<file path="config.mk">
export PLATFORM = sky130hd
export DESIGN_NAME = decimal_text_to_fixed_point_top
export DESIGN_NICKNAME = d
export VERILOG_FILES = /design/src/sv/dtfp_pkg.sv /design/src/sv/dtfp_front.sv /design/src/sv/dtfp_queue.sv /design/src/sv/dtfp_back.sv /design/src/sv/decimal_text_to_fixed_point_top.sv
export VERILOG_INCLUDE_DIRS = /design/src /design/src/sv
export SDC_FILE = /design/constraint.sdc
export NUM_CORES = 2
export LEC_CHECK = 0
export BUFFER_PORTS_ARGS = -buffer_cell sky130_fd_sc_hd__buf_2
export CORE_MARGIN = 2
export CORE_UTILIZATION = 35
export CTS_CLUSTER_SIZE = 14
export DETAILED_ROUTE_END_ITERATION = 16
export PLACE_DENSITY = 0.5
export SKIP_CTS_REPAIR_TIMING = 1
export SYNTH_ARGS = -nofsm -noshare
export SYNTH_HDL_FRONTEND = slang
export SYNTH_SLANG_ARGS = --single-unit
</file>
<file path="constraint.sdc">
create_clock -name clock -period 12 [get_ports clock]
set_input_delay 2.4 -clock clock [delete_from_list [all_inputs] [get_ports clock]]
set_output_delay 2.4 -clock clock [all_outputs]
set_load 0.05 [all_outputs]
</file>
<file path="src/sv/decimal_text_to_fixed_point_top_macros.svh">
// Assertion macros for the decimal text to fixed point block.
`ifndef DECIMAL_TEXT_TO_FIXED_POINT_TOP_MACROS_SVH
`define DECIMAL_TEXT_TO_FIXED_POINT_TOP_MACROS_SVH

`ifndef SYNTHESIS
`define DTFP_ASSERT_IMPL(label, clk, rst, ante, cons) \
   label: assert property (@(posedge clk) disable iff (rst) (ante) |-> (cons)) \
      else $error("dtfp: same-cycle check failed");
`define DTFP_ASSERT_NEXT(label, clk, rst, ante, cons) \
   label: assert property (@(posedge clk) disable iff (rst) (ante) |=> (cons)) \
      else $error("dtfp: next-cycle check failed");
`else
`define DTFP_ASSERT_IMPL(label, clk, rst, ante, cons)
`define DTFP_ASSERT_NEXT(label, clk, rst, ante, cons)
`endif

`endif

</file>
<file path="src/sv/dtfp_pkg.sv">
// Shared types and constants for the decimal text to fixed point block.
package dtfp_pkg;

   localparam int VALUE_BITS_DEF   = 64;
   localparam int FRAC_BITS_DEF    = 32;
   localparam int MAX_EXPONENT_DEF = 99;

   localparam int CHAR_W      = 8;
   localparam int MANT_W      = 64;
   localparam int RESULT_W    = 64;
   localparam int FCNT_W      = 5;
   localparam int REQ_TDATA_W = 8;
   localparam int RSP_TDATA_W = 72;

   localparam logic [FCNT_W-1:0] FRAC_COUNT_MAX = 5'd31;

   localparam logic [CHAR_W-1:0] CHAR_ZERO  = 8'h30;
   localparam logic [CHAR_W-1:0] CHAR_NINE  = 8'h39;
   localparam logic [CHAR_W-1:0] CHAR_MINUS = 8'h2D;
   localparam logic [CHAR_W-1:0] CHAR_PLUS  = 8'h2B;
   localparam logic [CHAR_W-1:0] CHAR_POINT = 8'h2E;
   localparam logic [CHAR_W-1:0] CHAR_E_LOW = 8'h65;
   localparam logic [CHAR_W-1:0] CHAR_E_UP  = 8'h45;

   // divide by ten: q = (x * RECIP_TEN) >> RECIP_SHIFT, exact for x < 2^32
   localparam int               LIMB_W      = 16;
   localparam int               RECIP_W     = 32;
   localparam logic [RECIP_W-1:0] RECIP_TEN = 32'hCCCC_CCCD;
   localparam int               RECIP_SHIFT = 35;

   localparam int QUEUE_DEPTH = 2;

   typedef enum logic [2:0] {
      PH_SKIP  = 3'd0,
      PH_INT   = 3'd1,
      PH_FRAC  = 3'd2,
      PH_EMARK = 3'd3,
      PH_EDIG  = 3'd4,
      PH_DONE  = 3'd5
   } phase_type;

   typedef enum logic [2:0] {
      BK_IDLE,
      BK_MUL,
      BK_DIV,
      BK_CHECK,
      BK_FINISH
   } back_state_type;

   typedef struct packed {
      logic found;
      logic negative;
      logic saturated;
      logic net_neg;
   } job_flags_type;

   localparam int FLAGS_W = $bits(job_flags_type);

endpackage

</file>
<file path="src/sv/dtfp_front.sv">
// Character parser: builds mantissa, digit count and exponent, emits one job per string.
module dtfp_front #(
   parameter int MAX_EXPONENT = dtfp_pkg::MAX_EXPONENT_DEF,
   parameter int NMAG_W       = 8
) (
   input  logic                            clock,
   input  logic                            reset,
   input  logic                            take,
   input  logic [dtfp_pkg::CHAR_W-1:0]     char_code,
   input  logic                            last_char,
   output logic                            push,
   output dtfp_pkg::job_flags_type         push_flags,
   output logic [dtfp_pkg::MANT_W-1:0]     push_mant,
   output logic [NMAG_W-1:0]               push_net_mag
);
   import dtfp_pkg::*;

   localparam int EXP_W   = $clog2(MAX_EXPONENT + 1);
   localparam int EPROD_W = EXP_W + 4;
   localparam int NW      = NMAG_W + 1;
   localparam int MX_W    = MANT_W + 4;
   localparam logic [EXP_W-1:0] EXP_CAP = EXP_W'(MAX_EXPONENT);

   phase_type           phase_ff, phase_in;
   logic                negative_ff, negative_in;
   logic [MANT_W-1:0]   mant_ff, mant_in;
   logic [FCNT_W-1:0]   fcnt_ff, fcnt_in;
   logic [EXP_W-1:0]    exp_ff, exp_in;
   logic                exp_neg_ff, exp_neg_in;
   logic                sat_ff, sat_in;

   logic                is_digit;
   logic                is_e;
   logic [3:0]          digit;
   logic [MX_W-1:0]     mant_ext;
   logic [MX_W-1:0]     mant_x10;
   logic                mant_fits;
   logic [EPROD_W-1:0]  exp_ext;
   logic [EPROD_W-1:0]  exp_x10;
   logic [EXP_W-1:0]    exp_sat;
   logic [NW-1:0]       exp_w;
   logic [NW-1:0]       fc_w;
   logic [NW-1:0]       net_mag;
   logic                net_neg;

   always_comb begin
      is_digit  = (char_code >= CHAR_ZERO) && (char_code <= CHAR_NINE);
      is_e      = (char_code == CHAR_E_LOW) || (char_code == CHAR_E_UP);
      digit     = 4'(char_code - CHAR_ZERO);
      mant_ext  = MX_W'(mant_ff);
      mant_x10  = (mant_ext << 3) + (mant_ext << 1) + MX_W'(digit);
      mant_fits = (mant_x10[MX_W-1:MANT_W] == 4'd0);
      exp_ext   = EPROD_W'(exp_ff);
      exp_x10   = (exp_ext << 3) + (exp_ext << 1) + EPROD_W'(digit);
      exp_sat   = (exp_x10 > EPROD_W'(EXP_CAP)) ? EXP_CAP : exp_x10[EXP_W-1:0];
   end

   always_comb begin
      phase_in    = phase_ff;
      negative_in = negative_ff;
      mant_in     = mant_ff;
      fcnt_in     = fcnt_ff;
      exp_in      = exp_ff;
      exp_neg_in  = exp_neg_ff;
      sat_in      = sat_ff;
      unique case (phase_ff)
         PH_SKIP: begin
            if (is_digit) begin
               mant_in  = MANT_W'(digit);
               phase_in = PH_INT;
            end else if (char_code == CHAR_MINUS) begin
               negative_in = 1'b1;
               phase_in    = PH_INT;
            end
         end
         PH_INT: begin
            if (is_digit) begin
               if (mant_fits) mant_in = mant_x10[MANT_W-1:0];
               else sat_in = 1'b1;
            end else if (char_code == CHAR_POINT) begin
               phase_in = PH_FRAC;
            end else if (is_e) begin
               phase_in = PH_EMARK;
            end else begin
               phase_in = PH_DONE;
            end
         end
         PH_FRAC: begin
            if (is_digit) begin
               if ((fcnt_ff < FRAC_COUNT_MAX) && mant_fits) begin
                  mant_in = mant_x10[MANT_W-1:0];
                  fcnt_in = fcnt_ff + FCNT_W'(1);
               end
            end else if (is_e) begin
               phase_in = PH_EMARK;
            end else begin
               phase_in = PH_DONE;
            end
         end
         PH_EMARK: begin
            if (char_code == CHAR_PLUS) begin
               phase_in = PH_EDIG;
            end else if (char_code == CHAR_MINUS) begin
               exp_neg_in = 1'b1;
               phase_in   = PH_EDIG;
            end else begin
               phase_in = PH_DONE;
            end
         end
         PH_EDIG: begin
            if (is_digit) exp_in = exp_sat;
            else phase_in = PH_DONE;
         end
         default: ;
      endcase
   end

   // net power of ten = +/-exponent - fraction digits, as sign and magnitude
   always_comb begin
      exp_w = NW'(exp_in);
      fc_w  = NW'(fcnt_in);
      if (exp_neg_in) begin
         net_mag = exp_w + fc_w;
         net_neg = (net_mag != '0);
      end else if (exp_w >= fc_w) begin
         net_mag = exp_w - fc_w;
         net_neg = 1'b0;
      end else begin
         net_mag = fc_w - exp_w;
         net_neg = 1'b1;
      end
   end

   assign push                 = take && last_char;
   assign push_flags.found     = (phase_in != PH_SKIP);
   assign push_flags.negative  = negative_in;
   assign push_flags.saturated = sat_in;
   assign push_flags.net_neg   = net_neg;
   assign push_mant            = mant_in;
   assign push_net_mag         = net_mag[NMAG_W-1:0];

   always_ff @(posedge clock) begin
      if (reset || push) begin
         phase_ff    <= PH_SKIP;
         negative_ff <= 1'b0;
         mant_ff     <= '0;
         fcnt_ff     <= '0;
         exp_ff      <= '0;
         exp_neg_ff  <= 1'b0;
         sat_ff      <= 1'b0;
      end else if (take) begin
         phase_ff    <= phase_in;
         negative_ff <= negative_in;
         mant_ff     <= mant_in;
         fcnt_ff     <= fcnt_in;
         exp_ff      <= exp_in;
         exp_neg_ff  <= exp_neg_in;
         sat_ff      <= sat_in;
      end
   end

endmodule

</file>
<file path="src/sv/dtfp_queue.sv">
// Short job queue between the parser and the scaler.
module dtfp_queue #(
   parameter int DATA_W = 8
) (
   input  logic              clock,
   input  logic              reset,
   input  logic              push,
   input  logic [DATA_W-1:0] push_data,
   output logic              full,
   input  logic              pop,
   output logic [DATA_W-1:0] pop_data,
   output logic              not_empty
);
   import dtfp_pkg::*;

   localparam int PTR_W = $clog2(QUEUE_DEPTH);
   localparam int CNT_W = PTR_W + 1;

   logic [DATA_W-1:0] slot_ff [QUEUE_DEPTH];
   logic [PTR_W-1:0]  wr_ptr_ff, wr_ptr_in;
   logic [PTR_W-1:0]  rd_ptr_ff, rd_ptr_in;
   logic [CNT_W-1:0]  count_ff, count_in;
   logic              do_push;
   logic              do_pop;

   assign full      = (count_ff == CNT_W'(QUEUE_DEPTH));
   assign not_empty = (count_ff != '0);
   assign pop_data  = slot_ff[rd_ptr_ff];
   assign do_push   = push && !full;
   assign do_pop    = pop && not_empty;

   always_comb begin
      wr_ptr_in = do_push ? wr_ptr_ff + PTR_W'(1) : wr_ptr_ff;
      rd_ptr_in = do_pop ? rd_ptr_ff + PTR_W'(1) : rd_ptr_ff;
      count_in  = count_ff;
      if (do_push && !do_pop) count_in = count_ff + CNT_W'(1);
      else if (do_pop && !do_push) count_in = count_ff - CNT_W'(1);
   end

   always_ff @(posedge clock) begin
      if (reset) begin
         wr_ptr_ff <= '0;
         rd_ptr_ff <= '0;
         count_ff  <= '0;
      end else begin
         wr_ptr_ff <= wr_ptr_in;
         rd_ptr_ff <= rd_ptr_in;
         count_ff  <= count_in;
      end
   end

   always_ff @(posedge clock) begin
      if (do_push) slot_ff[wr_ptr_ff] <= push_data;
   end

endmodule

</file>
<file path="src/sv/dtfp_back.sv">
// Scaler: applies the power of ten by repeated x10 or limb-serial /10, clamps, registers the word.
module dtfp_back #(
   parameter int VALUE_BITS = dtfp_pkg::VALUE_BITS_DEF,
   parameter int FRAC_BITS  = dtfp_pkg::FRAC_BITS_DEF,
   parameter int NMAG_W     = 8
) (
   input  logic                             clock,
   input  logic                             reset,
   input  logic                             job_valid,
   input  dtfp_pkg::job_flags_type          job_flags,
   input  logic [dtfp_pkg::MANT_W-1:0]      job_mant,
   input  logic [NMAG_W-1:0]                job_net_mag,
   output logic                             job_pop,
   output logic                             rsp_valid,
   input  logic                             rsp_ready,
   output logic [dtfp_pkg::RESULT_W-1:0]    rsp_value,
   output logic                             rsp_found,
   output logic                             rsp_overflow
);
   import dtfp_pkg::*;

   localparam int NUM_W      = MANT_W + FRAC_BITS;
   localparam int LIMB_COUNT = (NUM_W + LIMB_W - 1) / LIMB_W;
   localparam int WORK_W     = LIMB_COUNT * LIMB_W;
   localparam int LIDX_W     = $clog2(LIMB_COUNT);
   localparam int DIG_W      = LIMB_W + 4;
   localparam int PROD_W     = DIG_W + RECIP_W;
   localparam int MX_W       = MANT_W + 4;
   localparam logic [RESULT_W-1:0] HALF = RESULT_W'(1) << (VALUE_BITS - 1);
   localparam logic [LIDX_W-1:0]   LIMB_LAST = LIDX_W'(LIMB_COUNT - 1);

   back_state_type          state_ff, state_in;
   logic                    neg_ff, neg_in;
   logic                    found_ff, found_in;
   logic                    ovf_ff, ovf_in;
   logic [VALUE_BITS-1:0]   mag_ff, mag_in;
   logic [WORK_W-1:0]       work_ff, work_in;
   logic [NMAG_W-1:0]       cnt_ff, cnt_in;
   logic [LIDX_W-1:0]       limb_ff, limb_in;
   logic [3:0]              rem_ff, rem_in;
   logic                    rsp_valid_ff, rsp_valid_in;
   logic [RESULT_W-1:0]     rsp_value_ff, rsp_value_in;
   logic                    rsp_found_ff, rsp_found_in;
   logic                    rsp_ovf_ff, rsp_ovf_in;

   logic [RESULT_W-1:0]     job_lim;
   logic [RESULT_W-1:0]     job_ilim;
   logic [RESULT_W-1:0]     lim;
   logic [RESULT_W-1:0]     ilim;
   logic [MANT_W-1:0]       p_cur;
   logic [MX_W-1:0]         p_ext;
   logic [MX_W-1:0]         p_x10;
   logic [RESULT_W-1:0]     p_shifted;
   logic [DIG_W-1:0]        div_x;
   logic [PROD_W-1:0]       div_prod;
   logic [LIMB_W-1:0]       div_q;
   logic [DIG_W-1:0]        div_q_ext;
   logic [DIG_W-1:0]        div_r;
   logic [RESULT_W-1:0]     mag_ext;
   logic                    out_free;

   always_comb begin
      job_lim   = job_flags.negative ? HALF : HALF - RESULT_W'(1);
      job_ilim  = job_lim >> FRAC_BITS;
      lim       = neg_ff ? HALF : HALF - RESULT_W'(1);
      ilim      = lim >> FRAC_BITS;
      p_cur     = work_ff[MANT_W-1:0];
      p_ext     = MX_W'(p_cur);
      p_x10     = (p_ext << 3) + (p_ext << 1);
      p_shifted = RESULT_W'(p_cur) << FRAC_BITS;
      // one 16-bit limb of the running /10, most significant limb first
      div_x     = {rem_ff, work_ff[WORK_W-1 -: LIMB_W]};
      div_prod  = PROD_W'(div_x) * PROD_W'(RECIP_TEN);
      div_q     = div_prod[RECIP_SHIFT +: LIMB_W];
      div_q_ext = DIG_W'(div_q);
      div_r     = div_x - (div_q_ext << 3) - (div_q_ext << 1);
      mag_ext   = RESULT_W'(mag_ff);
      out_free  = !rsp_valid_ff || rsp_ready;
   end

   always_comb begin
      state_in     = state_ff;
      neg_in       = neg_ff;
      found_in     = found_ff;
      ovf_in       = ovf_ff;
      mag_in       = mag_ff;
      work_in      = work_ff;
      cnt_in       = cnt_ff;
      limb_in      = limb_ff;
      rem_in       = rem_ff;
      job_pop      = 1'b0;
      rsp_valid_in = rsp_valid_ff && !rsp_ready;
      rsp_value_in = rsp_value_ff;
      rsp_found_in = rsp_found_ff;
      rsp_ovf_in   = rsp_ovf_ff;
      unique case (state_ff)
         BK_IDLE: begin
            if (job_valid) begin
               job_pop  = 1'b1;
               neg_in   = job_flags.negative;
               found_in = job_flags.found;
               ovf_in   = 1'b0;
               mag_in   = '0;
               work_in  = WORK_W'(job_mant);
               cnt_in   = job_net_mag;
               limb_in  = '0;
               rem_in   = 4'd0;
               state_in = BK_FINISH;
               if (!job_flags.found || job_mant == '0) begin
                  if (job_flags.found && job_flags.saturated) begin
                     ovf_in = 1'b1;
                     mag_in = job_lim[VALUE_BITS-1:0];
                  end
               end else if (job_flags.saturated) begin
                  ovf_in = 1'b1;
                  mag_in = job_lim[VALUE_BITS-1:0];
               end else if (!job_flags.net_neg) begin
                  if (RESULT_W'(job_mant) > job_ilim) begin
                     ovf_in = 1'b1;
                     mag_in = job_lim[VALUE_BITS-1:0];
                  end else begin
                     state_in = BK_MUL;
                  end
               end else begin
                  work_in  = WORK_W'(job_mant) << FRAC_BITS;
                  state_in = BK_DIV;
               end
            end
         end
         BK_MUL: begin
            if (cnt_ff == '0) begin
               mag_in   = p_shifted[VALUE_BITS-1:0];
               state_in = BK_FINISH;
            end else if (p_x10 > MX_W'(ilim)) begin
               ovf_in   = 1'b1;
               mag_in   = lim[VALUE_BITS-1:0];
               state_in = BK_FINISH;
            end else begin
               work_in = WORK_W'(p_x10[MANT_W-1:0]);
               cnt_in  = cnt_ff - NMAG_W'(1);
            end
         end
         BK_DIV: begin
            if (limb_ff == '0 && (cnt_ff == '0 || work_ff == '0)) begin
               state_in = BK_CHECK;
            end else begin
               work_in = {work_ff[WORK_W-LIMB_W-1:0], div_q};
               if (limb_ff == LIMB_LAST) begin
                  limb_in = '0;
                  rem_in  = 4'd0;
                  cnt_in  = cnt_ff - NMAG_W'(1);
               end else begin
                  limb_in = limb_ff + LIDX_W'(1);
                  rem_in  = div_r[3:0];
               end
            end
         end
         BK_CHECK: begin
            if (work_ff > WORK_W'(lim)) begin
               ovf_in = 1'b1;
               mag_in = lim[VALUE_BITS-1:0];
            end else begin
               mag_in = work_ff[VALUE_BITS-1:0];
            end
            state_in = BK_FINISH;
         end
         BK_FINISH: begin
            if (out_free) begin
               rsp_valid_in = 1'b1;
               rsp_value_in = neg_ff ? RESULT_W'(0) - mag_ext : mag_ext;
               rsp_found_in = found_ff;
               rsp_ovf_in   = ovf_ff;
               state_in     = BK_IDLE;
            end
         end
         default: state_in = BK_IDLE;
      endcase
   end

   always_ff @(posedge clock) begin
      if (reset) begin
         state_ff     <= BK_IDLE;
         rsp_valid_ff <= 1'b0;
      end else begin
         state_ff     <= state_in;
         rsp_valid_ff <= rsp_valid_in;
      end
   end

   always_ff @(posedge clock) begin
      neg_ff       <= neg_in;
      found_ff     <= found_in;
      ovf_ff       <= ovf_in;
      mag_ff       <= mag_in;
      work_ff      <= work_in;
      cnt_ff       <= cnt_in;
      limb_ff      <= limb_in;
      rem_ff       <= rem_in;
      rsp_value_ff <= rsp_value_in;
      rsp_found_ff <= rsp_found_in;
      rsp_ovf_ff   <= rsp_ovf_in;
   end

   assign rsp_valid    = rsp_valid_ff;
   assign rsp_value    = rsp_value_ff;
   assign rsp_found    = rsp_found_ff;
   assign rsp_overflow = rsp_ovf_ff;

endmodule

</file>
<file path="src/sv/decimal_text_to_fixed_point_top.sv">
// Top level of the decimal text to fixed point converter.
//
//  port group | dir | carries
//  req_       | in  | one character a word, tlast on the final character
//  rsp_       | out | one result word per string: value, found, overflow
//
// The parser takes one character per cycle while the job queue has room.
// Scaling multiplies by ten once per positive power of ten (stops early on overflow),
// or runs the limb-serial /10 over LIMB_COUNT limbs per negative power (6 at default
// widths), ending early once the numerator reaches zero.
// Synchronous reset clears parser, queue and scaler control; no clearing pass.
// A held result stalls the scaler; once the two-entry queue fills, req_tready drops.
`include "decimal_text_to_fixed_point_top_macros.svh"

module decimal_text_to_fixed_point_top #(
   parameter int VALUE_BITS   = dtfp_pkg::VALUE_BITS_DEF,
   parameter int FRAC_BITS    = dtfp_pkg::FRAC_BITS_DEF,
   parameter int MAX_EXPONENT = dtfp_pkg::MAX_EXPONENT_DEF
) (
   input  logic                                clock,
   input  logic                                reset,
   input  logic                                req_tvalid,
   output logic                                req_tready,
   input  logic [dtfp_pkg::REQ_TDATA_W-1:0]    req_tdata,  // [7:0] char_code
   input  logic                                req_tlast,
   output logic                                rsp_tvalid,
   input  logic                                rsp_tready,
   // [63:0] value, [64] found_number, [65] overflow, [71:66] zero
   output logic [dtfp_pkg::RSP_TDATA_W-1:0]    rsp_tdata
);
   import dtfp_pkg::*;

   localparam int NMAG_W = $clog2(MAX_EXPONENT + int'(FRAC_COUNT_MAX) + 1);
   localparam int JOB_W  = FLAGS_W + NMAG_W + MANT_W;
   localparam int PAD_W  = RSP_TDATA_W - RESULT_W - 2;

   logic                take;
   logic                q_push;
   logic                q_full;
   logic                q_pop;
   logic                q_not_empty;
   job_flags_type       push_flags;
   logic [MANT_W-1:0]   push_mant;
   logic [NMAG_W-1:0]   push_net_mag;
   logic [JOB_W-1:0]    q_in_data;
   logic [JOB_W-1:0]    q_out_data;
   job_flags_type       job_flags;
   logic [MANT_W-1:0]   job_mant;
   logic [NMAG_W-1:0]   job_net_mag;
   logic [RESULT_W-1:0] value;
   logic                found;
   logic                overflow;

   assign req_tready = !q_full;
   assign take       = req_tvalid && req_tready;

   dtfp_front #(
      .MAX_EXPONENT (MAX_EXPONENT),
      .NMAG_W       (NMAG_W)
   ) u_front (
      .clock        (clock),
      .reset        (reset),
      .take         (take),
      .char_code    (req_tdata[CHAR_W-1:0]),
      .last_char    (req_tlast),
      .push         (q_push),
      .push_flags   (push_flags),
      .push_mant    (push_mant),
      .push_net_mag (push_net_mag)
   );

   assign q_in_data = {push_flags, push_net_mag, push_mant};

   dtfp_queue #(
      .DATA_W (JOB_W)
   ) u_queue (
      .clock     (clock),
      .reset     (reset),
      .push      (q_push),
      .push_data (q_in_data),
      .full      (q_full),
      .pop       (q_pop),
      .pop_data  (q_out_data),
      .not_empty (q_not_empty)
   );

   assign {job_flags, job_net_mag, job_mant} = q_out_data;

   dtfp_back #(
      .VALUE_BITS (VALUE_BITS),
      .FRAC_BITS  (FRAC_BITS),
      .NMAG_W     (NMAG_W)
   ) u_back (
      .clock        (clock),
      .reset        (reset),
      .job_valid    (q_not_empty),
      .job_flags    (job_flags),
      .job_mant     (job_mant),
      .job_net_mag  (job_net_mag),
      .job_pop      (q_pop),
      .rsp_valid    (rsp_tvalid),
      .rsp_ready    (rsp_tready),
      .rsp_value    (value),
      .rsp_found    (found),
      .rsp_overflow (overflow)
   );

   assign rsp_tdata = {{PAD_W{1'b0}}, overflow, found, value};

   `DTFP_ASSERT_IMPL(a_push_has_room, clock, reset, q_push, !q_full)
   `DTFP_ASSERT_IMPL(a_pop_has_job, clock, reset, q_pop, q_not_empty)
   `DTFP_ASSERT_NEXT(a_one_job_at_a_time, clock, reset, q_pop, !q_pop)
   `DTFP_ASSERT_IMPL(a_no_number_is_zero, clock, reset, rsp_tvalid && !found, value == '0 && !overflow)

endmodule

</file>
# After elaboration in Yosys (flattened, before gate mapping)
# Memory sizes are Yosys's and may differ from the RTL's. A register that Yosys moved wholly into a read port is not among the register bits.
# Index checks and enable logic that the tools add are counted.
[word_totals]
regBits = 334
latch_bits = 0
in_bits = 13
mem_count = 1
out_inout_bits = 74
ram_bits = 152
elab_cells = 221
mem_bits_ro = 0
[classes]
multipliers = 1
reduce_logical = 44
shifts = 0
n_eq_ne = 25
div_mod_pow = 0
order_cmp = 8
add_sub_neg = 19
n_mux = 100
bitwise_logic = 0
[memory_table]
columns = ["name", "depth", "width", "read_ports", "rd_ports_with_merged_regs", "wr", "line_no", "source"]
rows = [
  ["u_queue.slot_ff", 2, 76, 1, 1, 1, "dtfp_queue.sv:19", "logic [DATA_W-1:0] slot_ff [QUEUE_DEPTH];"],
]
[ops]
columns = ["operator", "n"]
rows = [
  ["two-way mux 64 bit", 17],
  ["two-way mux 96 bit", 7],
  ["case mux 64 bit (3 select lines)", 2],
  ["case mux 96 bit (3 select lines)", 1],
  ["adder 67 x 65 -> 68 bit", 2],
  ["greater-than comparator 96 x 64 -> 1 bit", 1],
  ["zero test 96 bit", 1],
  ["adder 68 x 4 -> 68 bit", 1],
  ["greater-than comparator 68 x 32 -> 1 bit", 1],
  ["greater-than comparator 64 x 32 -> 1 bit", 1],
  ["zero test 64 bit", 1],
  ["subtractor 1 x 64 -> 64 bit (first input constant)", 1],
  ["two-way mux 3 bit", 20],
  ["two-way mux 8 bit", 7],
  ["multiplier 20 x 32 -> 51 bit (second input constant)", 1],
  ["case mux 3 bit (5 select lines)", 2],
  ["two-way mux 1 bit", 29],
  ["equality test 8 x 6 -> 1 bit (second input constant)", 3],
  ["case mux 8 bit (3 select lines)", 1],
  ["two-way mux 7 bit", 3],
  ["equality test 8 x 7 -> 1 bit (second input constant)", 2],
  ["two-way mux 5 bit", 3],
  ["equality test 3 x 2 -> 1 bit (second input constant)", 4],
  ["two-way mux 4 bit", 3],
  ["42 further kinds", 83],
]

# Logic depth before layout (Yosys ltp)
[depth]
word_depth = 10
mapped_depth = 32
mapped_depth_nobuf = 32

# Cells and area by module
# Synthesis repeated with hierarchy kept, for this count alone.
[hier_totals]
cells_unflattened = 4315
area_unflattened_um2 = 42072.9
[modules_own_cells]
columns = ["mod", "seq_area_each_um2", "cells_per_inst", "area_each_um2", "n_inst"]
rows = [
  ["dtfp_back", 7407.1, 2818, 26405.3, 1],
  ["dtfp_front", 1641.6, 1225, 9885.7, 1],
  ["dtfp_queue", 4664.5, 261, 5708.0, 1],
  ["decimal_text_to_fixed_point_top", 0.0, 11, 73.8, 1],
]

# Worst setup path after synthesis
# OpenSTA, ideal clock, no wires.
[synth_timing]
path_type = "input -> register"
startpoint = "in req_tdata[3] in the netlist's numbering"
endpoint = "mem u_queue.slot_ff[0][69] in the netlist's numbering (data pin)"
path_stages = 28
path_slack_ps = 3100
n_path_buf = 0
arrival_ps = 8638
setup_ps = 263
t_required_ps = 11737
path_cell_list = "inv_1 -> fa_1 -> inv_1 -> ha_1 -> a211oi_1 -> nor3_1 -> o21ai_0 -> a21oi_1 -> a32o_1 -> or4_1 -> a221o_1 -> nor2_1 -> inv_1 -> nor4_1 -> mux2i_1 -> fa_1 -> a21o_1 -> a21oi_1 -> nor2_1 -> a2111oi_0 -> o211ai_1 -> nand2_1 -> mux2i_1 -> o21ai_0 -> a311o_1 -> a31oi_1 -> mux2i_1 -> xnor2_1"
[synth_via]
elab_chain_cells = 10
elab_cells_between_ends = 26
cone_classes = "6 x add/sub; 4 x order compare; 2 x eq/ne; 11 x mux; 3 x reduce/logical"
[synth_rtl]
columns = ["item", "line_no", "source"]
rows = [
  ["start, declared", "decimal_text_to_fixed_point_top.sv:24", "input logic [dtfp_pkg::REQ_TDATA_W-1:0] req_tdata,"],
  ["subtractor 4 x 1 -> 4 bit", "dtfp_front.sv:49", "digit = 4'(char_code - CHAR_ZERO);"],
  ["adder 68 x 4 -> 68 bit", "dtfp_front.sv:51", "mant_x10 = (mant_ext << 3) + (mant_ext << 1) + MX_W'(digit);"],
  ["zero test 4 bit", "dtfp_front.sv:52", "mant_fits = (mant_x10[MX_W-1:MANT_W] == 4'd0);"],
  ["logical AND 1 bit", "dtfp_front.sv:90", "if ((fcnt_ff < FRAC_COUNT_MAX) && mant_fits) begin"],
  ["two-way mux 5 bit", "dtfp_front.sv:90", ""],
  ["two-way mux 5 bit", "dtfp_front.sv:89", "if (is_digit) begin"],
  ["two-way mux 5 bit", "dtfp_front.sv:66", "unique case (phase_ff)"],
  ["subtractor 5 x 7 -> 8 bit, or another cell as far along", "dtfp_front.sv:129", "net_mag = fc_w - exp_w;"],
  ["two-way mux 8 bit", "dtfp_front.sv:125", "end else if (exp_w >= fc_w) begin"],
  ["two-way mux 8 bit *", "dtfp_front.sv:122", "if (exp_neg_in) begin"],
  ["via push_net_mag[5]", "decimal_text_to_fixed_point_top.sv:44", "logic [NMAG_W-1:0] push_net_mag;"],
  ["end, declared", "dtfp_queue.sv:19", ""],
]
# The timed path passes the listed nets; every way through them passes the cells marked *.

# Worst setup path after layout
# Ends and elaborated chain as after synthesis.

==> results.ini <==
[synthesis]
yosysTopAreaCell = edfxtp_1
netlist_area_um2 = 41400
yosysWarnings = 0
avgSynthCellArea_um2 = 9.65
ys_seq_area_share_pct = 33.1
synth_edf_count = 396
synth.most_common_cell = ha_1
syn_inst = 4294
synthFlopType = edfxtp_1
ys_types = 93
async_flop_share_pct = 0
yosys_register_bits = 487
synth.top_cell.area_share_pct = 28.7
synth.area.top_cells = edfxtp_1 (29%), ha_1 (16%), fa_1 (6.3%)
synthTopCellsByCount = ha_1 (538), edfxtp_1 (396), nand2_1 (382)

[grt]
grt_max_degree = 88
grt_util_all_layers_pct = 21.7
antenna_found_initial = 1
grt_pass1_vias = 32474
grt_first_pass_wirelength_mm = 203
grt-ovfl-total = 0

[worst_setup_path]
cp_num_cells = 29
crit_fanout = 9
ff2ff_path_depth = 28
cp_slowest_stage_delay_ps = 540
r2r_setup_slack_ps = 3710
critPathSlowestCell = fa_1
cp-end-kind = flip-flop
crit_required_ps = 12380
crit_family = compound AO/OA/AOI/OAI gates
cp.arrival_ps = 10230
r2r_start = u_front.mant_ff[2]$_SDFFE_PP0P_
worstSetupStartpointType = primary input
worst_r2r_endpoint = u_queue.slot_ff[0][69]$_DFFE_PP_
crit_buf_inv = 4
path_class = primary input to flip-flop

[floorplan]
rows = 126
die_y_um = 348
core_um2 = 118000
start_util_pct = 35.2
die_area_um2 = 121000
dieWidth_um = 348
ioPinCount = 87

[layout]
area_growth_pct = 9.41
multi_input_area_um2 = 25900
nFillCells = 11820
final_nets = 4970
regArea_um2 = 13700
drive_gt1_share_pct = 6.73

[timing]
setup_viol = 0
tightest_slew_ps = 1050
rsz0062_at_grt = false
finalWorstSetupSlack_ps = 2150
fmax_mhz = 102
period_needed_ps = 9850
fin_crit_sh_pct = 82.1
hold_violations = 0
clock_skew_ps = 31.2
setup_tns_ps = 0
final_max_slew_viol_count = 0
whs_ps = 504
maxSlewHeadroom_pct = 27.8

[placement]
dp_slack_ps = 1530
gp_congestion = 0.937
io_buffers = 80
dp_hpwl_mm = 103

[route]
via_count = 33192
drc = 0
avgRoutedWirePerCell_um = 22.7
first_pass_iters = 6
postRouteAntennaNets = 0
first_iter_violations = 2638
routed_wl_mm = 133
via_per_inst = 5.65

[clock_network]
htreeDepth = 2
tritoncts = done
clk_latency_ps = 640
clock_path_buffers = 3
clkTransAtPathRegs_ps = 60
clock-root-buffer = clkbuf_16
cts_sinks = 487
cts_made_buffers = 57

[run]
maxCapViolations = 0

[worst_hold_path]
holdPathEnd = u_front.exp_neg_ff$_SDFFE_PP0P_
hold_class = flip-flop to flip-flop
min_from = u_front.exp_neg_ff$_SDFFE_PP0P_
holdPathStages = 2

[run_status]
outcome = finished, final reports clean

==> layout by cell type (no fill, tap or decap), types with 20 or more instances in the layout <==
master	count
o21a_1	41
mux2i_1	59
a211o_1	38
o21bai_1	32
nor4_1	61
dfxtp_1	90
a211oi_1	50
and3_1	26
nand4_1	99
xor2_1	66
nor2_1	208
clkbuf_16	61
nand3_1	78
buf_2	80
inv_1	321
o21ai_0	274
ha_1	538
or4_1	20
fa_1	130
and2_1	21
o211ai_1	26
nor3_1	66
buf_4	34
o31ai_1	27
a31oi_1	25
nor2b_1	29
mux2_2	35
edfxtp_1	396
or3_1	34
nand2_1	382
xnor2_1	146
a221o_1	26
a22oi_1	26
a21o_1	124
a22o_1	97
a21oi_1	275
==> metrics by stage <==
stage / cells / cell area, um^2 / utilization [%]
2_1_floorplan: 4299 / 41400 / -
3_3_place_gp: 5766 / 43400 / 36.8
3_5_place_dp: 5766 / 43400 / 36.8
4_1_cts: 5874 / 45300 / 38.5
5_1_grt: 5874 / 45300 / 38.5
6_report: 5876 / 45300 / 38.5
==> worst register-to-register path, delay by kind of cell, from the launching register on <==
kind            cells  cell delay, ps
flops               1             430
compound gates     12            3360
simple gates        6            1770
mux                 3             680
fa+ha+maj           3            1330
buf+inv             3             260
xor+xnor            1             180
==> final cells by class <==
type,count,share of cell area [%]
timing repair buffer,114,1.45
inverter,322,2.67
tap,1536,4.24
sequential,487,30.3
antenna,2,0.0110
clock buffer,74,3.59
clock inverter,34,0.698
multi-input combinational,3307,57.1
==> per-layer routing <==
layer  wire, um  track usage [%]  share of wire (%)
met3       6940             2.77                5.2
met5          0                0                  0
met4       4430             6.81                3.3
met2      59300             34.7                 44
met1      62700             30.3                 47
==> state kept, by name, summed over array words and instances (netlist names), 2 cells and up, named ones only <==
signal,count
u_back.state_ff,3
u_queue.count_ff,2
u_front.mant_ff,64
u_queue.slot_ff,152
u_back.work_ff,96
u_back.mag_ext,64
u_back.cnt_ff,8
u_front.exp_ff,7
u_back.rsp_value,64
u_front.fcnt_ff,5
u_back.rem_ff,4
u_back.limb_ff,3
u_front.phase_ff,3
==> worst max-delay path by stage <==
stage                             from                                to
after floorplan           req_tdata[3]  u_queue.slot_ff[0][69]$_DFFE_PP_
after global placement    req_tdata[3]  u_queue.slot_ff[0][69]$_DFFE_PP_
after detailed placement  req_tdata[3]  u_queue.slot_ff[0][69]$_DFFE_PP_
after CTS                 req_tdata[3]  u_queue.slot_ff[0][69]$_DFFE_PP_
after global routing      req_tdata[3]  u_queue.slot_ff[0][69]$_DFFE_PP_
final                     req_tdata[3]  u_queue.slot_ff[0][69]$_DFFE_PP_
==> kinds of logic after synthesis <==
kind of cell	count (synthesis)	synth area share [%]
AOI/OAI and AO/OA	1209	19.5
and+or+nand+nor	1118	13.2
adders and majority gates	668	22.5
buffers and inverters	505	4.71
DFF	487	33.1
xor gates and xnor gates	212	4.48
muxes	94	2.38
other	1	0.00905
Power is left out: the tool's default activity adds up to more than one toggle a clock period on the data nets, which glitch-free logic cannot reach.
